### src/rapc_pkg.sv
// Shared types, constants and helpers for the rotate-add packet checker.
package rapc_pkg;

   // Packet layout
   localparam int unsigned LEN_POS  = 2;
   localparam int unsigned DATA_POS = 3;

   localparam int unsigned BYTE_W = 8;
   localparam int unsigned POS_W  = 9;

   localparam logic [BYTE_W-1:0] TOP_BIT  = 8'h80;
   localparam logic [BYTE_W-1:0] WILDCARD = 8'hDE;

   // Largest legal length byte
   localparam logic [BYTE_W-1:0] MAX_LEN  = BYTE_W'(255 - DATA_POS);
   localparam logic [POS_W-1:0]  POS_MAX  = {POS_W{1'b1}};
   localparam logic [POS_W-1:0]  LEN_AT   = POS_W'(LEN_POS);
   localparam logic [POS_W-1:0]  DATA_AT  = POS_W'(DATA_POS);

   typedef struct packed {
      logic [BYTE_W-1:0] byte_in;
      logic              first;
   } req_word_type;

   typedef struct packed {
      logic [BYTE_W-1:0] running_sum;
      logic              check_seen;
      logic              packet_good;
      logic              length_bad;
   } rsp_word_type;

   // Rotate the sum left by one, then add the byte modulo 256
   function automatic logic [BYTE_W-1:0] rot_add(input logic [BYTE_W-1:0] s,
                                                 input logic [BYTE_W-1:0] b);
      logic [BYTE_W-1:0] r;
      r = {s[BYTE_W-2:0], ((s & TOP_BIT) != '0)};
      return r + b;
   endfunction

endpackage

### src/rapc_engine.sv
// Packet state registers and the combinational checksum/check step.
module rapc_engine (
   input  logic                  clock,
   input  logic                  reset,
   input  logic                  step,
   input  rapc_pkg::req_word_type word_in,
   output rapc_pkg::rsp_word_type word_out
);
   import rapc_pkg::*;

   logic [BYTE_W-1:0] sum_ff, sum_in;
   logic [POS_W-1:0]  pos_ff, pos_in;
   logic [BYTE_W-1:0] len_ff, len_in;
   logic              busy_ff, busy_in;

   logic [BYTE_W-1:0] cur_sum;
   logic [POS_W-1:0]  cur_pos;
   logic [BYTE_W-1:0] cur_len;
   logic              cur_busy;
   logic [POS_W-1:0]  chk_pos;
   logic              at_check;

   // Start of packet clears the working state before the byte is applied
   always_comb begin
      cur_sum  = word_in.first ? '0 : sum_ff;
      cur_pos  = word_in.first ? '0 : pos_ff;
      cur_len  = word_in.first ? '0 : len_ff;
      cur_busy = word_in.first | busy_ff;
      chk_pos  = DATA_AT + POS_W'(cur_len);
      at_check = (cur_pos > LEN_AT) && (cur_pos >= chk_pos);
   end

   // Next state and result word
   always_comb begin
      sum_in   = cur_sum;
      pos_in   = cur_pos;
      len_in   = cur_len;
      busy_in  = cur_busy;
      word_out = '0;
      word_out.running_sum = cur_sum;
      if (cur_busy) begin
         if (at_check) begin
            word_out.check_seen  = 1'b1;
            word_out.packet_good = (word_in.byte_in == cur_sum) ||
                                   (word_in.byte_in == WILDCARD);
            busy_in = 1'b0;
         end else begin
            sum_in = rot_add(cur_sum, word_in.byte_in);
            word_out.running_sum = sum_in;
            if (cur_pos == LEN_AT) begin
               len_in = word_in.byte_in;
               if (word_in.byte_in > MAX_LEN) begin
                  word_out.length_bad = 1'b1;
                  busy_in = 1'b0;
               end
            end
            if (cur_pos != POS_MAX) begin
               pos_in = cur_pos + POS_W'(1);
            end
         end
      end
   end

   // Advance state once per word
   always_ff @(posedge clock) begin
      if (reset) begin
         sum_ff  <= '0;
         pos_ff  <= '0;
         len_ff  <= '0;
         busy_ff <= 1'b0;
      end else if (step) begin
         sum_ff  <= sum_in;
         pos_ff  <= pos_in;
         len_ff  <= len_in;
         busy_ff <= busy_in;
      end
   end

endmodule

### src/rotate_add_packet_checker_top.sv
// Top level: input register, checksum engine and result register.
// Accepts one packet byte per clock while the output is not stalled and returns
// exactly one result word per byte, via the input register and then the result
// register. The rate is set by the combinational rotate-add and position compare
// between the input register and the result register; the input register takes
// a new word whenever the result register is free or being drained in that cycle.
// Each result carries the running checksum, so the block doubles as a
// checksum generator. There are no configuration registers.
module rotate_add_packet_checker_top (
   input  logic                   clock,
   input  logic                   reset,
   input  logic                   req_valid,
   output logic                   req_ready,
   input  rapc_pkg::req_word_type req_data,
   output logic                   rsp_valid,
   input  logic                   rsp_ready,
   output rapc_pkg::rsp_word_type rsp_data
);
   import rapc_pkg::*;

   logic         in_valid_ff, in_valid_in;
   req_word_type in_word_ff;
   logic         out_valid_ff, out_valid_in;
   rsp_word_type out_word_ff;
   rsp_word_type step_word;
   logic         out_free;
   logic         advance;
   logic         take;

   // Handshake control
   always_comb begin
      out_free     = !out_valid_ff || rsp_ready;
      advance      = in_valid_ff && out_free;
      req_ready    = !in_valid_ff || advance;
      take         = req_valid && req_ready;
      in_valid_in  = take || (in_valid_ff && !advance);
      out_valid_in = advance || (out_valid_ff && !rsp_ready);
   end

   rapc_engine u_engine (
      .clock    (clock),
      .reset    (reset),
      .step     (advance),
      .word_in  (in_word_ff),
      .word_out (step_word)
   );

   // Valid flags
   always_ff @(posedge clock) begin
      if (reset) begin
         in_valid_ff  <= 1'b0;
         out_valid_ff <= 1'b0;
      end else begin
         in_valid_ff  <= in_valid_in;
         out_valid_ff <= out_valid_in;
      end
   end

   // Capture input word, hold result word while stalled
   always_ff @(posedge clock) begin
      if (take) begin
         in_word_ff <= req_data;
      end
      if (advance) begin
         out_word_ff <= step_word;
      end
   end

   assign rsp_valid = out_valid_ff;
   assign rsp_data  = out_word_ff;

   // A stalled input stage means the result stage is full and stalled
   a_stall_cause: assert property (@(posedge clock) disable iff (reset)
      !req_ready |-> (in_valid_ff && out_valid_ff && !rsp_ready))
      else $error("input stage stalled without a held result");

   // A good verdict only comes with the check byte
   a_good_on_check: assert property (@(posedge clock) disable iff (reset)
      (rsp_valid && rsp_data.packet_good) |-> rsp_data.check_seen)
      else $error("packet_good without check_seen");

   // Check byte and length byte are never the same word
   a_flags_exclusive: assert property (@(posedge clock) disable iff (reset)
      rsp_valid |-> !(rsp_data.check_seen && rsp_data.length_bad))
      else $error("check_seen and length_bad together");

   // A buffered word moves on in the next cycle when the result stage is empty
   a_no_bubble: assert property (@(posedge clock) disable iff (reset)
      (in_valid_ff && !out_valid_ff) |=> out_valid_ff)
      else $error("buffered word did not advance");

endmodule
### config.mk
export PLATFORM = sky130hd
export DESIGN_NAME = rotate_add_packet_checker_top
export DESIGN_NICKNAME = d
export VERILOG_FILES = /design/src/rapc_pkg.sv /design/src/rapc_engine.sv /design/src/rotate_add_packet_checker_top.sv
export SDC_FILE = /design/constraint.sdc
export NUM_CORES = 1
export LEC_CHECK = 0
export BUFFER_PORTS_ARGS = -buffer_cell sky130_fd_sc_hd__buf_4
export CORE_ASPECT_RATIO = 0.75
export CORE_UTILIZATION = 50
export CTS_CLUSTER_DIAMETER = 200
export DETAILED_ROUTE_END_ITERATION = 6
export PLACE_DENSITY = 0.69
export SLEW_MARGIN = 20
export SYNTH_ARGS = -nofsm -noshare
export SYNTH_HDL_FRONTEND = slang
export SYNTH_HIERARCHICAL = 1
export SYNTH_SLANG_ARGS = --single-unit
### constraint.sdc
create_clock -name clock -period 5.3 [get_ports clock]
set_clock_uncertainty 0.15 [all_clocks]
set_input_delay 1.325 -clock clock [delete_from_list [all_inputs] [get_ports clock]]
set_output_delay 1.325 -clock clock [all_outputs]
set_load 0.005 [all_outputs]
==> results.sh <==
export IMPL_period_needed_ps=3800
export IMPL_synth_flop_cell="dfxtp_1"
export IMPL_status="finished clean"
export IMPL_ys_seq_area_share_pct=39.6
export IMPL_synth_fp_nets=339
export IMPL_setup_tns_ps=0
export IMPL_num_rows=23
export IMPL_grt_pass1_vias=2100
export IMPL_p_leak_nw=1.29
export IMPL_vias=2321
export IMPL_fp_dieH_um=68.3
export IMPL_synth_cells=306
export IMPL_grt_max_degree=37
export IMPL_io_buffer_count=25
export IMPL_clockRootBuffer="clkbuf_8"
export IMPL_synth_most_common_cell="nor2_1"
export IMPL_first_pass_iters=5
export IMPL_drcViolationCount=0
export IMPL_final_max_slew_viol_count=0
export IMPL_yosys_area_top_type="edfxtp_1"
export IMPL_synth_edf_count=20
export IMPL_rsz0062_at_grt="no"
export IMPL_io_pins=26
export IMPL_hold_class="register to register"
export IMPL_drtIter0Drc=163
export IMPL_cp_top_family="compound AO/OA/AOI/OAI gates"
export IMPL_grt_pass1_wl_um=10700
export IMPL_grtUsageTotal_pct=22.9
export IMPL_fin_crit_sh_pct=71.8
export IMPL_worst_path_buf_inv=0
export IMPL_path_cells="nor4b_1 -> nand3_1 -> xnor2_1 -> nand2b_1 -> ha_1 -> nand4_1 -> nor2_1 -> a211oi_1 -> o31a_1 -> a41oi_1 -> a311oi_1"
export IMPL_tritoncts="built"
export IMPL_finalSetupViolCount=0
export IMPL_synth_ff_latch_count=48
export IMPL_wire_per_inst_um=16.0
export IMPL_netlist_cell_type_count=54
export IMPL_routabilityCongestion=0.787
export IMPL_hpwl_um=4660
export IMPL_multi_input_area_um2=1650
export IMPL_crit_required_ps=5370
export IMPL_vias_per_cell=5.76
export IMPL_cp_end_kind="register"
export IMPL_cts_hold_buf=0
export IMPL_routed_wl_um=6440
export IMPL_seq_area_um2=1160
export IMPL_ant_nets=0
export IMPL_clock_sinks=48
export IMPL_synth_common_cells="nor2_1 (36), dfxtp_1 (28), edfxtp_1 (20), nor2b_1 (20), ha_1 (19)"
export IMPL_insertion_delay_ps=310
export IMPL_crit_fanout=18
export IMPL_timing_slew_headroom_pct=39.1
export IMPL_drive_above_1_share_pct=16.2
export IMPL_netlist_top_cells_area="edfxtp_1 (20%), dfxtp_1 (19%), ha_1 (8.1%)"
export IMPL_worstSetupStartpointType="register"
export IMPL_clock_fmax_ghz=0.263
export IMPL_worstMarginPinSlew_ps=914
export IMPL_yosysWarnings=6
export IMPL_area_growth_pct=11.5
export IMPL_vdd_drop_max_mv=0.145
export IMPL_power_per_cell_area_nw_per_um2=243
export IMPL_nFillCells=492
export IMPL_cts_buffer_depth=2
export IMPL_ctsResizeCount=0
export IMPL_htreeDepth=2
export IMPL_async_reset_ff_share_pct=0
export IMPL_cpPeakStageDelay_ps=810
export IMPL_antenna_found_initial=0
export IMPL_syn_area_per_cell_um2=9.58
export IMPL_antenna_cells=0
export IMPL_clkTransAtPathRegs_ps=100
export IMPL_start_util_pct=53.4
export IMPL_criticalPathCategory="register to register"
export IMPL_grt_ovfl_total=0
export IMPL_cp_slowest_cell="o31a_1"
export IMPL_die_w_um=90.4
export IMPL_cts_setup_buffers=0
export IMPL_hold_violations=0
export IMPL_die_area_um2=6180
export IMPL_arrival_ps=3880
export IMPL_syn_cell_area_um2=2930
export IMPL_cts_buffers=5
export IMPL_drv_cap=0
export IMPL_fp_coreArea_um2=5500
export IMPL_num_nets_final=360
export IMPL_hold_ws_ps=345
export IMPL_synth_top_cell_area_share_pct=20.5
state kept, by name, indices dropped and copies added, names as in the netlist:
signal            flops
in_valid_ff           1
in_word_ff            9
rsp_data             11
rsp_valid             1
u_engine/busy_ff      1
u_engine/len_ff       8
u_engine/pos_ff       9
u_engine/sum_ff       8
worst reg2reg max path: cells and delay by family, from the launching register on:
kind                       cells  cell delay, ps
AOI/OAI and AO/OA              4            1710
xor gates and xnor gates       1             160
adders and majority gates      1             300
DFF                            1             480
and+or+nand+nor                5             940
through the flow:
stage	utilization [%]	setup WS (ps)	area [um2]	std cells	total power (W)
2_1_floorplan	-	1510	2930	306	0.000491
3_3_place_gp	57.2	1610	3140	395	0.000519
3_5_place_dp	57.2	1480	3140	395	0.000521
4_1_cts	59.5	1510	3270	403	0.000803
5_1_grt	59.5	1090	3270	403	0.000830
6_report	59.5	1500	3270	403	0.000796
report_power, final:
part	switching, W	total [W]	internal [W]	leakage, nW
clock	0.000129	0.000281	0.000152	0.0651
sequential	0.0000154	0.000417	0.000402	0.421
combinational	0.0000506	0.0000972	0.0000465	0.801
total	0.000195	0.000796	0.000601	1.29
cell families (layout without fill, tap and decap cells):
group           count (synthesis)  count (layout)  synth area share (%)
compound gates                 61              61                  14.2
xor+xnor                       17              17                  5.08
fa+ha+maj                      20              20                  8.79
buf+inv                        23              45                  4.14
flops                          48              48                  39.6
mux                            18              18                  6.57
simple gates                  119             119                  21.7
metal layers:
layer / up-vias / wire length, um / track usage, %
li1: 1148 / - / -
met1: 1086 / 3390 / 34.3
met2: 83 / 2630 / 33.7
met3: 4 / 395 / 4.78
met4: 0 / 29 / 5.24
met5: - / 0 / 0
worst paths after layout:
check | startpoint | to | slack, ps | cells past startpoint
max | in_word_ff[0] | u_engine/pos_ff[7] | 1500 | 11
min | in_valid_ff | rsp_valid | 350 | 2
max reg2reg | in_word_ff[0] | u_engine/pos_ff[7] | 1500 | 11
min reg2reg | in_valid_ff | rsp_valid | 350 | 2
final cells by class:
type	instances	share of cell area (%)
multi-input cells	235	50.5
flip-flops and latches	48	35.5
repair buffers	26	5.97
clock buffers	7	3.64
well taps	75	2.87
inverters	11	1.26
clock inverters	1	0.268
placed cells by master (no fill, tap or decap), types with 2 or more instances in the layout:
cell        n
xnor2_1    12
buf_4      26
a21oi_1    17
a22oi_1     8
ha_1       19
inv_1      11
o32ai_1     2
edfxtp_1   20
nand2b_1   10
mux2i_1     8
and2_1      3
clkbuf_16   2
or4_1       2
and3_1      3
a31o_2      2
clkbuf_8    5
mux2_2     10
nand3_1    12
nor4bb_1    2
a31oi_1     3
nor2_1     36
a41o_1      2
o211ai_1    2
dfxtp_1    28
nor2b_1    20
o21a_1      2
nand2_1    15
o31a_1      2
o21ai_0     7
nand4_1     7
nor3_1      2
xor2_1      5
a211oi_1    3
Note: power is estimated with default switching activity, not from simulation.
